## src/design/assert_macros.svh

```systemverilog
// Assertion macros shared by the frame receiver modules
`ifndef ASSERT_MACROS_SVH
`define ASSERT_MACROS_SVH

// Property checked at every clock edge outside reset
`define FPR_ASSERT(lbl, prop, msg) \
	lbl: assert property (@(posedge clk) disable iff (!arst_n) (prop)) else $error(msg);

// Condition in one cycle implies a condition in the next cycle
`define FPR_ASSERT_NEXT(lbl, ante, cons, msg) \
	lbl: assert property (@(posedge clk) disable iff (!arst_n) (ante) |=> (cons)) else $error(msg);

`endif

```

## src/design/fpr_pkg.sv

```systemverilog
// Types and constants of the framed packet receiver
package fpr_pkg;

	// Line bytes
	localparam logic [7:0] START_BYTE  = 8'h7E;
	localparam logic [7:0] END_BYTE    = 8'h7F;
	localparam logic [7:0] FILLER_BYTE = 8'hF5;

	// Reply codes
	localparam logic [7:0] REPLY_RECEIVING = 8'hF4;
	localparam logic [7:0] REPLY_ACCEPTED  = 8'hF6;
	localparam logic [7:0] REPLY_RESEND    = 8'hF7;
	localparam logic [7:0] REPLY_NONE      = 8'h00;

	// Error kinds
	localparam logic [1:0] ERR_NONE    = 2'd0;
	localparam logic [1:0] ERR_FRAMING = 2'd1;
	localparam logic [1:0] ERR_TIMEOUT = 2'd2;
	localparam logic [1:0] ERR_CHECK   = 2'd3;

	// Configuration register indexes
	localparam int unsigned CFG_IDX_W = 2;
	localparam logic [CFG_IDX_W-1:0] CFG_IDLE_LIMIT = 2'd0;
	localparam logic [CFG_IDX_W-1:0] CFG_MIN_LENGTH = 2'd1;
	localparam logic [CFG_IDX_W-1:0] CFG_MAX_LENGTH = 2'd2;

	// Register reset values
	localparam logic [7:0] IDLE_LIMIT_RST = 8'd200;
	localparam logic [7:0] MIN_LENGTH_RST = 8'd3;
	localparam logic [7:0] MAX_LENGTH_RST = 8'd34;

	// Link state, coded as reported on link_status
	typedef enum logic [1:0] {
		LS_RECEIVING = 2'd0,
		LS_HELD      = 2'd1,
		LS_GOOD      = 2'd2,
		LS_ERROR     = 2'd3
	} link_state_t;

	// Parser phase
	typedef enum logic [1:0] {
		PH_START  = 2'd0,
		PH_LENGTH = 2'd1,
		PH_DATA   = 2'd2
	} rx_phase_t;

	// Outcome of one parsed byte
	typedef enum logic [1:0] {
		RX_MORE    = 2'd0,
		RX_DONE    = 2'd1,
		RX_FRAMING = 2'd2,
		RX_TIMEOUT = 2'd3
	} rx_res_t;

	// Configuration seen by the parser
	typedef struct packed {
		logic [7:0] idle_limit;
		logic [7:0] min_length;
		logic [7:0] max_length;
	} fpr_cfg_t;

	// Held frame status from the parser
	typedef struct packed {
		logic       check_ok;
		logic [7:0] head;
		logic [7:0] seq;
	} fpr_frame_t;

	// One result word
	typedef struct packed {
		logic       reply_valid;
		logic [7:0] reply_byte;
		logic [1:0] link_status;
		logic [1:0] error_kind;
		logic       frame_good;
		logic [7:0] frame_head;
		logic [7:0] frame_sequence;
	} fpr_result_t;

endpackage

```

## src/design/fpr_channels.sv

```systemverilog
// Valid/ready channel interfaces for input and result words

interface fpr_in_if;
	logic       valid;
	logic       ready;
	logic       opcode;
	logic [7:0] rx_byte;

	modport source (output valid, output opcode, output rx_byte, input ready);
	modport sink (input valid, input opcode, input rx_byte, output ready);
endinterface

interface fpr_out_if;
	logic       valid;
	logic       ready;
	logic       reply_valid;
	logic [7:0] reply_byte;
	logic [1:0] link_status;
	logic [1:0] error_kind;
	logic       frame_good;
	logic [7:0] frame_head;
	logic [7:0] frame_sequence;

	modport source (output valid, output reply_valid, output reply_byte, output link_status,
		output error_kind, output frame_good, output frame_head, output frame_sequence,
		input ready);
	modport sink (input valid, input reply_valid, input reply_byte, input link_status,
		input error_kind, input frame_good, input frame_head, input frame_sequence,
		output ready);
endinterface

```

## src/design/fpr_frame_parser.sv

```systemverilog
// Byte-level frame parser: start, length, body, check and end bytes, idle timeout
`include "assert_macros.svh"

module fpr_frame_parser (
	input  logic               clk,
	input  logic               arst_n,
	input  logic               step,
	input  logic [7:0]         rx_byte,
	input  fpr_pkg::fpr_cfg_t  cfg,
	output fpr_pkg::rx_res_t   rx_res,
	output fpr_pkg::fpr_frame_t frame
);

	fpr_pkg::rx_phase_t phase_q, phase_d;
	logic [8:0] idx_q, idx_d;
	logic [7:0] len_q, len_d;
	logic [7:0] xor_q, xor_d;
	logic [7:0] chk_hi_q, chk_hi_d;
	logic [7:0] chk_lo_q, chk_lo_d;
	logic [7:0] end_q, end_d;
	logic [7:0] head_q, head_d;
	logic [7:0] seq_q, seq_d;
	logic [7:0] idle_q, idle_d;
	logic [8:0] len9;

	assign len9 = {1'b0, len_q};

	// Next parser state for the byte on rx_byte
	always_comb begin
		phase_d  = phase_q;
		idx_d    = idx_q;
		len_d    = len_q;
		xor_d    = xor_q;
		chk_hi_d = chk_hi_q;
		chk_lo_d = chk_lo_q;
		end_d    = end_q;
		head_d   = head_q;
		seq_d    = seq_q;
		idle_d   = idle_q;
		rx_res   = fpr_pkg::RX_MORE;
		case (phase_q)
			fpr_pkg::PH_START: begin
				idx_d = 9'd0;
				if (rx_byte == fpr_pkg::START_BYTE) begin
					phase_d = fpr_pkg::PH_LENGTH;
					idle_d  = 8'd0;
				end else if (rx_byte == fpr_pkg::FILLER_BYTE) begin
					if (idle_q > cfg.idle_limit) begin
						idle_d = 8'd0;
						rx_res = fpr_pkg::RX_TIMEOUT;
					end else begin
						idle_d = idle_q + 8'd1;
					end
				end else begin
					rx_res = fpr_pkg::RX_FRAMING;
				end
			end
			fpr_pkg::PH_LENGTH: begin
				if (rx_byte >= cfg.min_length && rx_byte <= cfg.max_length) begin
					len_d   = rx_byte;
					xor_d   = rx_byte;
					idx_d   = 9'd1;
					phase_d = fpr_pkg::PH_DATA;
				end else begin
					phase_d = fpr_pkg::PH_START;
					idx_d   = 9'd0;
					rx_res  = fpr_pkg::RX_FRAMING;
				end
			end
			fpr_pkg::PH_DATA: begin
				if (idx_q == 9'd1) head_d = rx_byte;
				if (idx_q == 9'd2) seq_d = rx_byte;
				if (idx_q <= len9) begin
					xor_d = xor_q ^ rx_byte;
				end else if (idx_q == len9 + 9'd1) begin
					chk_hi_d = rx_byte;
				end else if (idx_q == len9 + 9'd2) begin
					chk_lo_d = rx_byte;
				end else begin
					end_d = rx_byte;
				end
				if (idx_q >= len9 + 9'd3) begin
					phase_d = fpr_pkg::PH_START;
					idx_d   = 9'd0;
					rx_res  = fpr_pkg::RX_DONE;
				end else begin
					idx_d = idx_q + 9'd1;
				end
			end
			default: begin
				phase_d = fpr_pkg::PH_START;
				idx_d   = 9'd0;
				rx_res  = fpr_pkg::RX_FRAMING;
			end
		endcase
	end

	// Parser registers advance only on a byte taken while receiving
	always_ff @(posedge clk or negedge arst_n) begin
		if (!arst_n) begin
			phase_q  <= fpr_pkg::PH_START;
			idx_q    <= 9'd0;
			len_q    <= 8'd0;
			xor_q    <= 8'd0;
			chk_hi_q <= 8'd0;
			chk_lo_q <= 8'd0;
			end_q    <= 8'd0;
			head_q   <= 8'd0;
			seq_q    <= 8'd0;
			idle_q   <= 8'd0;
		end else if (step) begin
			phase_q  <= phase_d;
			idx_q    <= idx_d;
			len_q    <= len_d;
			xor_q    <= xor_d;
			chk_hi_q <= chk_hi_d;
			chk_lo_q <= chk_lo_d;
			end_q    <= end_d;
			head_q   <= head_d;
			seq_q    <= seq_d;
			idle_q   <= idle_d;
		end
	end

	// Held frame verdict
	assign frame.check_ok = (chk_hi_q == 8'd0) && (chk_lo_q == xor_q) &&
		(end_q == fpr_pkg::END_BYTE);
	assign frame.head = head_q;
	assign frame.seq  = seq_q;

	`FPR_ASSERT(a_idx_zero_outside_body, phase_q == fpr_pkg::PH_DATA || idx_q == 9'd0,
		"byte index nonzero outside frame body")
	`FPR_ASSERT(a_idx_in_body_range,
		phase_q != fpr_pkg::PH_DATA || (idx_q != 9'd0 && idx_q <= len9 + 9'd3),
		"byte index beyond end of frame")
	`FPR_ASSERT_NEXT(a_start_to_length,
		step && phase_q == fpr_pkg::PH_START && rx_byte == fpr_pkg::START_BYTE,
		phase_q == fpr_pkg::PH_LENGTH && idle_q == 8'd0,
		"start byte did not open a frame")

endmodule

```

## src/design/framed_packet_receiver_core.sv

```systemverilog
// Top level of the framed packet receiver: link state, configuration and result register
`include "assert_macros.svh"

// Takes one word per clock: a received byte (opcode 0) or a poll (opcode 1), and returns
// exactly one result word for each. All work for a word is done in the cycle it is
// accepted and lands in a single result register, so the result appears in the cycle after
// acceptance and a new word is accepted every cycle, also while a result is being taken.
// din.ready is low only while the result register is full and dout.ready is low.
// The three length/timeout registers are written through cfg_we/cfg_index/cfg_data and
// should be changed only while no word is in flight; indexes beyond the list are ignored.
module framed_packet_receiver_core (
	input  logic                           clk,
	input  logic                           arst_n,
	input  logic                           cfg_we,
	input  logic [fpr_pkg::CFG_IDX_W-1:0]  cfg_index,
	input  logic [7:0]                     cfg_data,
	fpr_in_if.sink                         din,
	fpr_out_if.source                      dout
);

	fpr_pkg::fpr_cfg_t    cfg_q;
	fpr_pkg::link_state_t link_q, link_d;
	fpr_pkg::rx_res_t     rx_res;
	fpr_pkg::fpr_frame_t  frame;
	fpr_pkg::fpr_result_t res_d, res_q;
	logic                 out_valid_q;
	logic                 accept;
	logic                 step;

	assign din.ready = !out_valid_q || dout.ready;
	assign accept    = din.valid && din.ready;
	assign step      = accept && !din.opcode && link_q == fpr_pkg::LS_RECEIVING;

	// Configuration registers
	always_ff @(posedge clk or negedge arst_n) begin
		if (!arst_n) begin
			cfg_q.idle_limit <= fpr_pkg::IDLE_LIMIT_RST;
			cfg_q.min_length <= fpr_pkg::MIN_LENGTH_RST;
			cfg_q.max_length <= fpr_pkg::MAX_LENGTH_RST;
		end else if (cfg_we) begin
			case (cfg_index)
				fpr_pkg::CFG_IDLE_LIMIT: cfg_q.idle_limit <= cfg_data;
				fpr_pkg::CFG_MIN_LENGTH: cfg_q.min_length <= cfg_data;
				fpr_pkg::CFG_MAX_LENGTH: cfg_q.max_length <= cfg_data;
				default: ;
			endcase
		end
	end

	fpr_frame_parser u_parser (
		.clk     (clk),
		.arst_n  (arst_n),
		.step    (step),
		.rx_byte (din.rx_byte),
		.cfg     (cfg_q),
		.rx_res  (rx_res),
		.frame   (frame)
	);

	// Link state register
	always_ff @(posedge clk or negedge arst_n) begin
		if (!arst_n) begin
			link_q <= fpr_pkg::LS_RECEIVING;
		end else if (accept) begin
			link_q <= link_d;
		end
	end

	// Next link state and result word
	always_comb begin
		link_d               = link_q;
		res_d.reply_valid    = 1'b1;
		res_d.reply_byte     = fpr_pkg::REPLY_RECEIVING;
		res_d.link_status    = link_q;
		res_d.error_kind     = fpr_pkg::ERR_NONE;
		res_d.frame_good     = 1'b0;
		res_d.frame_head     = 8'd0;
		res_d.frame_sequence = 8'd0;
		if (din.opcode) begin
			// poll: judge a held frame, otherwise just report
			res_d.reply_valid = 1'b0;
			res_d.reply_byte  = fpr_pkg::REPLY_NONE;
			if (link_q == fpr_pkg::LS_HELD) begin
				link_d               = frame.check_ok ? fpr_pkg::LS_GOOD : fpr_pkg::LS_ERROR;
				res_d.link_status    = link_d;
				res_d.error_kind     = frame.check_ok ? fpr_pkg::ERR_NONE : fpr_pkg::ERR_CHECK;
				res_d.frame_good     = frame.check_ok;
				res_d.frame_head     = frame.check_ok ? frame.head : 8'd0;
				res_d.frame_sequence = frame.check_ok ? frame.seq : 8'd0;
			end
		end else begin
			case (link_q)
				fpr_pkg::LS_HELD: begin
					res_d.link_status = fpr_pkg::LS_HELD;
				end
				fpr_pkg::LS_GOOD: begin
					link_d            = fpr_pkg::LS_RECEIVING;
					res_d.reply_byte  = fpr_pkg::REPLY_ACCEPTED;
					res_d.link_status = fpr_pkg::LS_RECEIVING;
				end
				fpr_pkg::LS_ERROR: begin
					link_d            = fpr_pkg::LS_RECEIVING;
					res_d.reply_byte  = fpr_pkg::REPLY_RESEND;
					res_d.link_status = fpr_pkg::LS_RECEIVING;
				end
				default: begin
					link_d            = fpr_pkg::LS_RECEIVING;
					res_d.link_status = fpr_pkg::LS_RECEIVING;
					case (rx_res)
						fpr_pkg::RX_DONE: begin
							link_d            = fpr_pkg::LS_HELD;
							res_d.link_status = fpr_pkg::LS_HELD;
						end
						fpr_pkg::RX_FRAMING: begin
							res_d.reply_byte  = fpr_pkg::REPLY_RESEND;
							res_d.link_status = fpr_pkg::LS_ERROR;
							res_d.error_kind  = fpr_pkg::ERR_FRAMING;
						end
						fpr_pkg::RX_TIMEOUT: begin
							res_d.reply_byte  = fpr_pkg::REPLY_RESEND;
							res_d.link_status = fpr_pkg::LS_ERROR;
							res_d.error_kind  = fpr_pkg::ERR_TIMEOUT;
						end
						default: ;
					endcase
				end
			endcase
		end
	end

	// Result register: valid flag
	always_ff @(posedge clk or negedge arst_n) begin
		if (!arst_n) begin
			out_valid_q <= 1'b0;
		end else if (din.ready) begin
			out_valid_q <= din.valid;
		end
	end

	// Result register: payload
	always_ff @(posedge clk) begin
		if (accept) begin
			res_q <= res_d;
		end
	end

	assign dout.valid          = out_valid_q;
	assign dout.reply_valid    = res_q.reply_valid;
	assign dout.reply_byte     = res_q.reply_byte;
	assign dout.link_status    = res_q.link_status;
	assign dout.error_kind     = res_q.error_kind;
	assign dout.frame_good     = res_q.frame_good;
	assign dout.frame_head     = res_q.frame_head;
	assign dout.frame_sequence = res_q.frame_sequence;

	`FPR_ASSERT_NEXT(a_poll_gives_verdict,
		accept && din.opcode && link_q == fpr_pkg::LS_HELD,
		(link_q == fpr_pkg::LS_GOOD && dout.frame_good) ||
		(link_q == fpr_pkg::LS_ERROR && dout.error_kind == fpr_pkg::ERR_CHECK),
		"poll on held frame gave no verdict")
	`FPR_ASSERT_NEXT(a_done_holds_frame, step && rx_res == fpr_pkg::RX_DONE,
		link_q == fpr_pkg::LS_HELD && dout.link_status == fpr_pkg::LS_HELD,
		"completed frame not held")
	`FPR_ASSERT_NEXT(a_accept_fills_result, accept, out_valid_q,
		"accepted word produced no result")

endmodule
```

## src/flat_wrapper.sv

```systemverilog
// flat-port wrapper written by rule: the top's interface ports become plain ports
module framed_packet_receiver_core_flat 
  (clk, arst_n, cfg_we, cfg_index, cfg_data, din_valid, din_opcode, din_rx_byte, din_ready, dout_valid, dout_reply_valid, dout_reply_byte, dout_link_status, dout_error_kind, dout_frame_good, dout_frame_head, dout_frame_sequence, dout_ready);
  fpr_in_if din_i ();
  fpr_out_if dout_i ();
  input  logic clk;
  input  logic arst_n;
  input  logic cfg_we;
  input  logic [fpr_pkg::CFG_IDX_W-1:0] cfg_index;
  input  logic [7:0] cfg_data;
  input wire logic [$bits(din_i.valid)-1:0] din_valid;
  input wire logic [$bits(din_i.opcode)-1:0] din_opcode;
  input wire logic [$bits(din_i.rx_byte)-1:0] din_rx_byte;
  output wire logic [$bits(din_i.ready)-1:0] din_ready;
  output wire logic [$bits(dout_i.valid)-1:0] dout_valid;
  output wire logic [$bits(dout_i.reply_valid)-1:0] dout_reply_valid;
  output wire logic [$bits(dout_i.reply_byte)-1:0] dout_reply_byte;
  output wire logic [$bits(dout_i.link_status)-1:0] dout_link_status;
  output wire logic [$bits(dout_i.error_kind)-1:0] dout_error_kind;
  output wire logic [$bits(dout_i.frame_good)-1:0] dout_frame_good;
  output wire logic [$bits(dout_i.frame_head)-1:0] dout_frame_head;
  output wire logic [$bits(dout_i.frame_sequence)-1:0] dout_frame_sequence;
  input wire logic [$bits(dout_i.ready)-1:0] dout_ready;
  assign din_i.valid = din_valid;
  assign din_i.opcode = din_opcode;
  assign din_i.rx_byte = din_rx_byte;
  assign din_ready = din_i.ready;
  assign dout_valid = dout_i.valid;
  assign dout_reply_valid = dout_i.reply_valid;
  assign dout_reply_byte = dout_i.reply_byte;
  assign dout_link_status = dout_i.link_status;
  assign dout_error_kind = dout_i.error_kind;
  assign dout_frame_good = dout_i.frame_good;
  assign dout_frame_head = dout_i.frame_head;
  assign dout_frame_sequence = dout_i.frame_sequence;
  assign dout_i.ready = dout_ready;
  framed_packet_receiver_core u_core (.clk(clk), .arst_n(arst_n), .cfg_we(cfg_we), .cfg_index(cfg_index), .cfg_data(cfg_data), .din(din_i), .dout(dout_i));
endmodule
```

## config.mk

```make
export PLATFORM = sky130hd
export DESIGN_NAME = framed_packet_receiver_core_flat
export DESIGN_NICKNAME = d
export VERILOG_FILES = /design/src/design/fpr_pkg.sv /design/src/design/fpr_channels.sv /design/src/design/fpr_frame_parser.sv /design/src/design/framed_packet_receiver_core.sv /design/src/flat_wrapper.sv
export VERILOG_INCLUDE_DIRS = /design/src /design/src/design
export SDC_FILE = /design/constraint.sdc
export NUM_CORES = 1
export LEC_CHECK = 0
export BUFFER_PORTS_ARGS = -buffer_cell sky130_fd_sc_hd__buf_2
export CAP_MARGIN = 0
export CORE_UTILIZATION = 55
export DETAILED_ROUTE_END_ITERATION = 7
export GPL_TIMING_DRIVEN = 0
export PLACE_DENSITY = 0.77
export SLEW_MARGIN = 25
export SYNTH_ARGS = -nofsm -noshare
export SYNTH_HDL_FRONTEND = slang
export SYNTH_SLANG_ARGS = --single-unit
```

## constraint.sdc

```tcl
create_clock -name clk -period 3.16 [get_ports clk]
set_input_delay 0.158 -clock clk [delete_from_list [all_inputs] [get_ports clk]]
set_output_delay 0.158 -clock clk [all_outputs]
set_load 0.02 [all_outputs]
```

-- Word level (Yosys, flattened, before mapping)
Cells that the tools add are included.
- multiply operators: 0
- mux-type cells: 36
- shifts and indexed selects: 0
- add/subtract/negate cells: 5
- equal/unequal tests: 24
- divide/modulo/power cells: 0
- bitwise operators: 4
- reductions and logical operators: 33
- order comparisons: 5
- operators by type and width (cell ; number):
    8-bit 2-to-1 mux ; 7
    2-bit 2-to-1 mux ; 12
    21-bit 2-to-1 mux ; 1
    3-bit AND reduction ; 7
    8-bit by 2-bit adder with 9-bit output (second input constant) ; 2
    9-bit == test ; 2
    2-bit case mux with 3 select lines ; 3
    9-bit case mux with 2 select lines ; 1
    8-bit by 7-bit == test with 1-bit output (second input constant) ; 2
    2-bit case mux with 2 select lines ; 4
    8-bit case mux with 2 select lines ; 1
    2-bit == test (second input constant) ; 6
    2-bit inequality test (second input constant) ; 5
    5-bit AND reduction ; 2
    8-bit by 1-bit adder with 9-bit output (second input constant) ; 1
    9-bit by 1-bit adder with 9-bit output (second input constant) ; 1
    9-bit by 1-bit == test with 1-bit output (second input constant) ; 1
    9-bit by 2-bit == test with 1-bit output (second input constant) ; 1
    9-bit >= comparator ; 1
    9-bit by 8-bit <= comparator with 1-bit output ; 1
    9-bit 2-to-1 mux ; 1
    8-bit by 1-bit adder with 8-bit output (second input constant) ; 1
    2-bit by 1-bit == test with 1-bit output (second input constant) ; 4
    8-bit == test ; 1
    other kinds (19) ; 39
- word-level logic and storage cells: 129
- latch bits: 0
- output and inout port bits: 32
- memories kept: 0
- bits in writable memories: 0
- bits in read-only memories: 0
- bits in registers: 129

-- Longest topological paths before layout
Gate-level depths: netlist of the first run.
- depth after elaboration: 10
- mapped depth: 14
- depth with buffers taken out: 13

-- Modules after synthesis
From an unflattened synthesis of the first run, not the netlist that was laid out.
- cell total of the unflattened synthesis: 640
- area total of the unflattened synthesis: 7178.1 um^2
- modules (own cells, without submodules) (module ; area each (um^2) ; cells an instance ; times used):
    fpr_frame_parser ; 5068.6 ; 502 ; 1
    framed_packet_receiver_core ; 2109.5 ; 138 ; 1

-- Worst setup path before layout of the first run
No wires, ideal clock.
- kind: register to register
- start: reg u_core.u_parser.len_q[0]
- end: reg u_core.u_parser.phase_q[0]
- path slack: 0.161 ns
- setup time: 0.121 ns
- arrival time: 2.878 ns
- period minus slack after synthesis: 2.999 ns
- buffers on the path: 1
- cell stages (with the launch flop): 14
- cell sequence: dfrtp_1 > inv_1 > ha_1 > nor4_1 > xnor2_1 > ha_1 > a21o_1 > a21o_1 > a221o_1 > or3b_2 > clkbuf_1 > nand2_1 > nor2_1 > o22a_1
- word-level cells in the longest chain between the ends: 4
- ends and longest elaborated chain (item ; line ; text):
    start, declared ; fpr_frame_parser.sv:16 ; logic [7:0] len_q, len_d;
    start signal, assigned ; fpr_frame_parser.sv:114 ; len_q <= len_d;
    8-bit by 2-bit adder with 9-bit output ; fpr_frame_parser.sv:82 ; if (idx_q >= len9 + 9'd3) begin
    9-bit >= comparator ; fpr_frame_parser.sv:82 ;
    2-bit inequality test (no source line) ; -- ;
    3-bit AND reduction (no source line) ; -- ;
    end signal, assigned ; fpr_frame_parser.sv:101 ; phase_q <= fpr_pkg::PH_START;
    end signal, assigned ; fpr_frame_parser.sv:112 ; phase_q <= phase_d;
    end, declared ; fpr_frame_parser.sv:14 ; fpr_pkg::rx_phase_t phase_q, phase_d;
Every way passes these cells.
A chain may end at the register's enable or synchronous reset.

-- Worst setup path after layout of the first run
- start: reg u_core.u_parser.len_q[1]
- end: reg u_core.u_parser.phase_q[0]
The elaborated chain is that of the path after synthesis.

==> metrics.md, run 1 <==
| Metric | Value |
|---|---|
| Worst-Skew Late Latency | 0.42 ns |
| Biggest regs | u_core.cfg_q x24, u_core.u_parser.idx_q x9 |
| Switch share | 29.9% |
| H-tree Lvls | 4 |
| Syn-to-layout area delta | 16.9% |
| Leading register cell type out of synthesis | dfrtp_1 |
| Largest net degree at the start of global routing | 54 |
| Headroom to the max-slew limit | 37.2% |
| Congestion Overflow GR | 0 |
| Drt wl/cell | 16.6 um |
| Pint | 3.84 mW |
| Initial antenna violation count | 0 |
| Fmax | 330 MHz |
| Maximum root-to-sink buffer count | 2 |
| Crit path capture type | flop |
| Vias per cell | 5.72 |
| Pins Over Slew Limit | 0 |
| Period utilization | 95.8% |
| Post-Syn Nets | 719 |
| Minimum clock period | 3.03 ns |
| Power share of the clock group | 35.1% |
| Critical path arrival | 3.33 ns |
| Comb power frac | 24.1% |
| PnR worst setup slack | 0.133 ns |
| Status | completed |
| Gp weighted congestion | 0.883 |
| Slowest CP cell | or3b_4 |
| Row count | 40 |
| RR Startpoint | u_core.u_parser.len_q[1] |
| Sequential share of the synthesized area | 47.1% |
| Port Buf Inserts | 54 |
| Clock tree from TritonCTS | yes |
| Switching pwr | 1.64 mW |
| Hold/Removal Path Class | input pin to flop |
| Flop and latch count out of synthesis | 127 |
| Gr usage total | 24.5% |
| Final hold violation count | 0 |
| Worst hold start | cfg_data[1] |
| Most frequent cells in the layout | dfrtp_1 (94), mux2_2 (62), buf_2 (61) |
| Hold path cells | 3 |
| RSZ-0062 raised after global routing | false |
| Leak | 3.79 nW |
| R2R setup slack | 0.13 ns |
| WP depth | 12 |
| Drt first-iter violations | 394 |
| Avg Cell Area, Syn | 11.0 sq um |
| Number of global-route vias before repair | 5177 |
| Share of cells above drive strength 1 | 26.4% |
| Maximum vdd drop | 0.600 mV |
| YS warnings | 0 |
| I/O Pins | 56 |
| Synth unique cells | 62 |
| DP HPWL | 10700 um |
| Die ar. | 0.0132 sq mm |
| Place WS | -0.367 ns |
| Post-synth EDFFs | 25 |
| Vias | 5149 |
| Final Skew | 0.00919 ns |
| Setup TNS | 0 ns |
| Clock slew at reported path FFs | 0.06 ns |
| Area of the core | 0.0122 sq mm |
| Worst path top cell family by delay | compound AO/OA/AOI/OAI gates |
| Routed Antenna Nets | 0 |
| Crit path required time | 3.46 ns |
| Max reg flops | 24 |
| First-pass GRT wire length | 24800 um |
| Die X | 115 um |
| CP max FO | 6 |
| Synth Cell Area | 0.00703 sq mm |
| Initial Utilization | 57.6% |
| Startpoint types | flop |
| Tot Pwr | 5.47 mW |
| Worst hold endpoint | u_core.cfg_q[17] |
| Maxcap violations | 0 |
| CTS Sinks | 127 |
| Reg-to-Reg End | u_core.u_parser.phase_q[0] |
| NumNets Final | 797 |
| Synth async-reset ratio | 80.3% |
| DRT Pass-1 Iters | 7 |
| Clock Tree Root | clkbuf_16 |
| Max incr delay on CP | 0.44 ns |
| FILL cells | 920 |
| FF-to-FF path depth | 12 |
| Worst-Margin Slew | 0.935 ns |
| Seq pwr share | 40.8% |
| Biggest register | u_core.cfg_q |
| # diodes | 0 |
| Critical path type | flop to flop |
| Mapped Cells | 641 |
| Power per cell area | 666 mW/mm^2 |
| Total CTS buffers | 17 |
| Endpoints failing setup | 0 |
| Crit path cell chain | inv_1 -> ha_1 -> nor4_2 -> xnor2_1 -> ha_1 -> a21o_1 -> a21o_1 -> a221o_1 -> or3b_4 -> nand2_1 -> nor2_1 -> o22a_1 |
| Sum of buffers and inverters on the critical path | 1 |
| Routed WL | 14900 um |
| DR DRC count | 0 |
| Most common cell after layout, fill and taps aside | dfrtp_1 |
| Die height | 115 um |
## final cells by class
class,count,area [sq um],area share (%)
Multi-Input combinational cell,442,3460,42.2
Sequential cell,127,3310,40.3
Clock buffer,21,450,5.48
Timing Repair Buffer,60,347,4.22
Tap cell,168,210,2.56
Inverter,44,165,2.01
Clock inverter,11,134,1.63
Buffer,27,131,1.60
## Yosys cell counts, types with 3 or more instances
cell	n	share of area, %
dfrtp_1	95	34
mux2_2	62	9.9
ha_1	54	9.6
nand2_1	46	2.5
inv_1	44	2.3
nor2_1	38	2.0
a21oi_1	27	1.9
xnor2_1	27	3.4
edfxtp_1	25	11
o21ai_0	24	1.7
and3_1	19	1.7
nand4_1	17	1.5
clkbuf_1	13	0.69
a21o_1	10	1.1
nand3_1	10	0.71
nor3_1	10	0.71
xor2_1	10	1.2
a311oi_1	8	1.0
buf_2	8	0.57
dfstp_2	7	2.6
mux2i_1	6	0.85
nor4_1	6	0.53
buf_4	5	0.53
o31ai_1	5	0.53
nand2b_1	4	0.36
nor2b_1	4	0.36
nor3b_1	4	0.43
a211oi_1	3	0.32
a31o_2	3	0.37
nand3b_1	3	0.32
nor4b_1	3	0.37
o211ai_1	3	0.32
## power by group through the flow
stage          registers [mW]  clock network [mW]  logic (mW)
5_1_grt                  2.27                2.02        1.46
2_1_floorplan            2.23                   0       0.922
3_3_place_gp             2.23                   0        1.20
4_1_cts                  2.23                1.94        1.28
6_report                 2.23                1.92        1.32
3_5_place_dp             2.26                   0        1.27
## worst min-delay path, stage by stage
cell	delay (ns)
buf_2	0.11
nand2_1	0.05
o21ai_0	0.06
## routing by layer
layer / up-vias / GRT usage [%] / part of all wire [%]
met4: 0 / 10.0 / 2.0
met3: 22 / 6.06 / 4.7
li1: 2456 / - / -
met5: - / 0 / 0
met2: 156 / 41.4 / 49
met1: 2515 / 30.2 / 45
## cells by family (layout without fill, tap and decap cells)
logic type      after synthesis  after routing  share of synthesized area [%]
compound gates               97             97                           9.20
xor+xnor                     37             37                           4.61
fa+ha+maj                    54             54                           9.61
buf+inv                      72            163                           4.27
flops                       127            127                           47.1
mux                          68             68                           10.8
other cells                   1              1                         0.0533
simple gates                185            185                           14.4
## worst max-delay path by stage
| stage | start | to | slack, ns |
|---|---|---|---|
| detailed placement | u_core.u_parser.len_q[2] | u_core.u_parser.xor_q[5] | -0.37 |
| floorplan | u_core.u_parser.len_q[0] | u_core.u_parser.phase_q[0] | 0.16 |
| global placement | u_core.u_parser.len_q[2] | u_core.u_parser.xor_q[1] | -0.28 |
| finish | u_core.u_parser.len_q[1] | u_core.u_parser.phase_q[0] | 0.13 |
| CTS | u_core.u_parser.len_q[4] | u_core.u_parser.chk_hi_q[7] | 0.06 |
| global route | u_core.u_parser.len_q[3] | u_core.u_parser.end_q[0] | 0.0007 |
## metrics by stage
step | area (sq um) | instances | utilization, % | hold WS, ns
3_3_place_gp | 7510 | 863 | 61.5 | 0.385
4_1_cts | 8190 | 900 | 67.0 | 0.00113
2_1_floorplan | 7030 | 641 | - | -0.138
3_5_place_dp | 7540 | 864 | 61.8 | 0.138
5_1_grt | 8220 | 900 | 67.3 | 0.0110
6_report | 8220 | 900 | 67.3 | 0.00618
## timing repair
action	CTS	global route
resized for setup	6	7
setup buffers	3	0
endpoints found under the hold margin	46	0
hold buffers	2	0
setup endpoints to repair	30	35
pin swaps	1	0
(Power assumes the default switching activity.)
==> run 2, diff against run 1 <==
--- a/config.mk
+++ b/config.mk
@@ -8,10 +8,9 @@
 export LEC_CHECK = 0
 export BUFFER_PORTS_ARGS = -buffer_cell sky130_fd_sc_hd__buf_2
 export CAP_MARGIN = 0
-export CORE_UTILIZATION = 55
+export CORE_UTILIZATION = 35
 export DETAILED_ROUTE_END_ITERATION = 7
 export GPL_TIMING_DRIVEN = 0
-export PLACE_DENSITY = 0.77
 export SLEW_MARGIN = 25
 export SYNTH_ARGS = -nofsm -noshare
 export SYNTH_HDL_FRONTEND = slang
==> run 2 against run 1 <==
Effect of this change:
- worst setup slack improved by 0.020 ns
- clock skew increased by 0.0019 ns
- maximum frequency increased by 0.66%
- hold slack got worse by 0.0011 ns
- sequential share of layout area decreased by 0.45 points
- utilization decreased by 25 points
- critical path type unchanged
- largest power group unchanged
==> metrics.md, run 2 (synthesis gave the netlist of run 1 again) <==
| Metric | Value |
|---|---|
| RSZ-0062 raised after global routing | true |
| Maxcap violations | 0 |
| Slowest CP cell | or4_1 |
| Critical path type | flop to flop |
| Period utilization | 95.2% |
| Port Buf Inserts | 54 |
| Max incr delay on CP | 0.47 ns |
| First-pass GRT wire length | 24600 um |
| Clock tree from TritonCTS | yes |
| Vias | 5019 |
| Initial antenna violation count | 0 |
| DP HPWL | 10600 um |
| Clock slew at reported path FFs | 0.06 ns |
| Fmax | 333 MHz |
| Final hold violation count | 0 |
| Drt wl/cell | 14.8 um |
| Crit path capture type | flop |
| Biggest register | u_core.cfg_q |
| Headroom to the max-slew limit | 40.2% |
| Congestion Overflow GR | 0 |
| Sequential Area | 0.00331 sq mm |
| Routed Antenna Nets | 0 |
| Die height | 144 um |
| DR DRC count | 0 |
| Pint | 3.66 mW |
| Most frequent cells in the layout | dfrtp_1 (93), mux2_2 (62), buf_2 (61) |
| Most common cell after layout, fill and taps aside | dfrtp_1 |
| Largest net degree at the start of global routing | 54 |
| I/O Pins | 56 |
| Worst-Skew Late Latency | 0.42 ns |
| Area of the core | 0.0196 sq mm |
| Seq pwr share | 41.8% |
| Crit path required time | 3.50 ns |
| Die ar. | 0.0207 sq mm |
| Syn-to-layout area delta | 18.2% |
| Critical path arrival | 3.34 ns |
| CP max FO | 5 |
| Max reg flops | 24 |
| Biggest regs | u_core.cfg_q x24, u_core.u_parser.idx_q x9 |
| Pins Over Slew Limit | 0 |
| Crit path cell chain | buf_4 -> ha_2 -> a21oi_2 -> nor4_2 -> xnor2_1 -> ha_1 -> nand4_1 -> nor2_1 -> a221o_1 -> o21ai_1 -> a21o_1 -> or4_1 -> a31oi_1 |
| Total CTS buffers | 17 |
| WHS | 0.00504 ns |
| Endpoints failing setup | 0 |
| NumNets Final | 799 |
| Maximum root-to-sink buffer count | 2 |
| Row count | 51 |
| Gr usage total | 15.6% |
| DRT Pass-1 Iters | 8 |
| # diodes | 0 |
| Share of cells above drive strength 1 | 26.3% |
| Power share of the clock group | 34.1% |
| Status | completed |
| Switch share | 31.2% |
| H-tree Lvls | 4 |
| Number of global-route vias before repair | 4795 |
| Switching pwr | 1.66 mW |
| Worst-Margin Slew | 0.896 ns |
| Tot Pwr | 5.32 mW |
| Area of the multi-input gates | 0.00345 sq mm |
| Final Skew | 0.0111 ns |
| Initial Utilization | 35.9% |
| FILL cells | 1875 |
| Leak | 3.78 nW |
| Comb power frac | 24.1% |
| Hold/Removal Path Class | input pin to flop |
| Die X | 144 um |
| Vias per cell | 5.02 |
| Routed WL | 14800 um |
| Minimum clock period | 3.01 ns |
| Gp weighted congestion | 0.847 |
| Clock Tree Root | clkbuf_16 |
| Drt first-iter violations | 345 |
| Power per cell area | 640 mW/mm^2 |
| CTS Sinks | 127 |
| Maximum vdd drop | 0.397 mV |
| Startpoint types | flop |
## run 2: changes by cell type in the layout (fill, tap and decap cells not counted), sizes merged
cell         delta
bufinv          -2
clkinvlp        +1
dlygate4sd3     +2
clkbuf          -3
clkinv          -1
inv             +5
## run 2: final timing paths
path / slack, ns / cells after the start / to / from
max: 0.15 / 13 / u_core.link_q[0] / u_core.u_parser.len_q[1]
min: 0.005 / 3 / u_core.cfg_q[20] / cfg_data[4]
max reg2reg: 0.15 / 13 / u_core.link_q[0] / u_core.u_parser.len_q[1]
min reg2reg: 0.48 / 2 / u_core.u_parser.head_q[0] / u_core.u_parser.head_q[0]
max in group asynchronous: 2.25 / 3 / u_core.cfg_q[22] / arst_n
min in group asynchronous: 0.25 / 2 / u_core.u_parser.idle_q[0] / arst_n
## run 2: power groups by stage
stage               clock (mW)  sequential, mW  combinational (mW)
detailed placement           0            2.25                1.25
finish                    1.81            2.22                1.28
floorplan                    0            2.23               0.922
global route              1.93            2.27                1.45
CTS                       1.87            2.22                1.27
global placement             0            2.24                1.23
## run 2: layout make-up
class                      instances  share of cell area (%)
timing repair buffer              62                    4.41
tap                              265                    3.99
clock inverter                    14                    1.49
sequential                       127                    39.9
clock buffer                      18                    5.16
inverter                          44                    1.99
multi-input combinational        442                    41.5
buffer                            27                    1.58
## run 2: worst max-delay path, delay by kind of cell, from the launching register on
kind | cells | cell delay [ns]
AO/OA/AOI/OAI | 5 | 0.92
AND/OR/NAND/NOR | 4 | 0.78
adder cells (fa/ha/maj) | 2 | 0.52
flip-flops | 1 | 0.41
buffers and inverters | 1 | 0.15
XOR/XNOR | 1 | 0.14
## run 2: through the flow
step	util, %	area, sq um	worst slack, ns	setup TNS [ns]	cells
finish	42.4	8310	0.153	0	999
global route	42.4	8310	-0.0529	-0.0529	999
CTS	42.4	8300	0.0416	0	999
detailed placement	39.1	7670	-0.351	-4.84	961
global placement	39.0	7630	-0.328	-4.81	960
floorplan	-	7030	0.161	0	641
## run 2: per-layer routing
metal | track usage (%) | up-vias | wire (um)
met3 | 2.93 | 15 | 609
met5 | 0 | - | 0
li1 | - | 2474 | -
met4 | 5.49 | 0 | 209
met2 | 25.1 | 117 | 6660
met1 | 21.0 | 2413 | 7290
## run 2: repair_timing
item | in CTS | in global routing
hold buffers | 4 | 0
endpoints found under the hold margin | 47 | 0
gates resized for setup | 7 | 4
setup buffers | 3 | 0
setup endpoints to repair | 22 | 13
pin swaps | 1 | 1
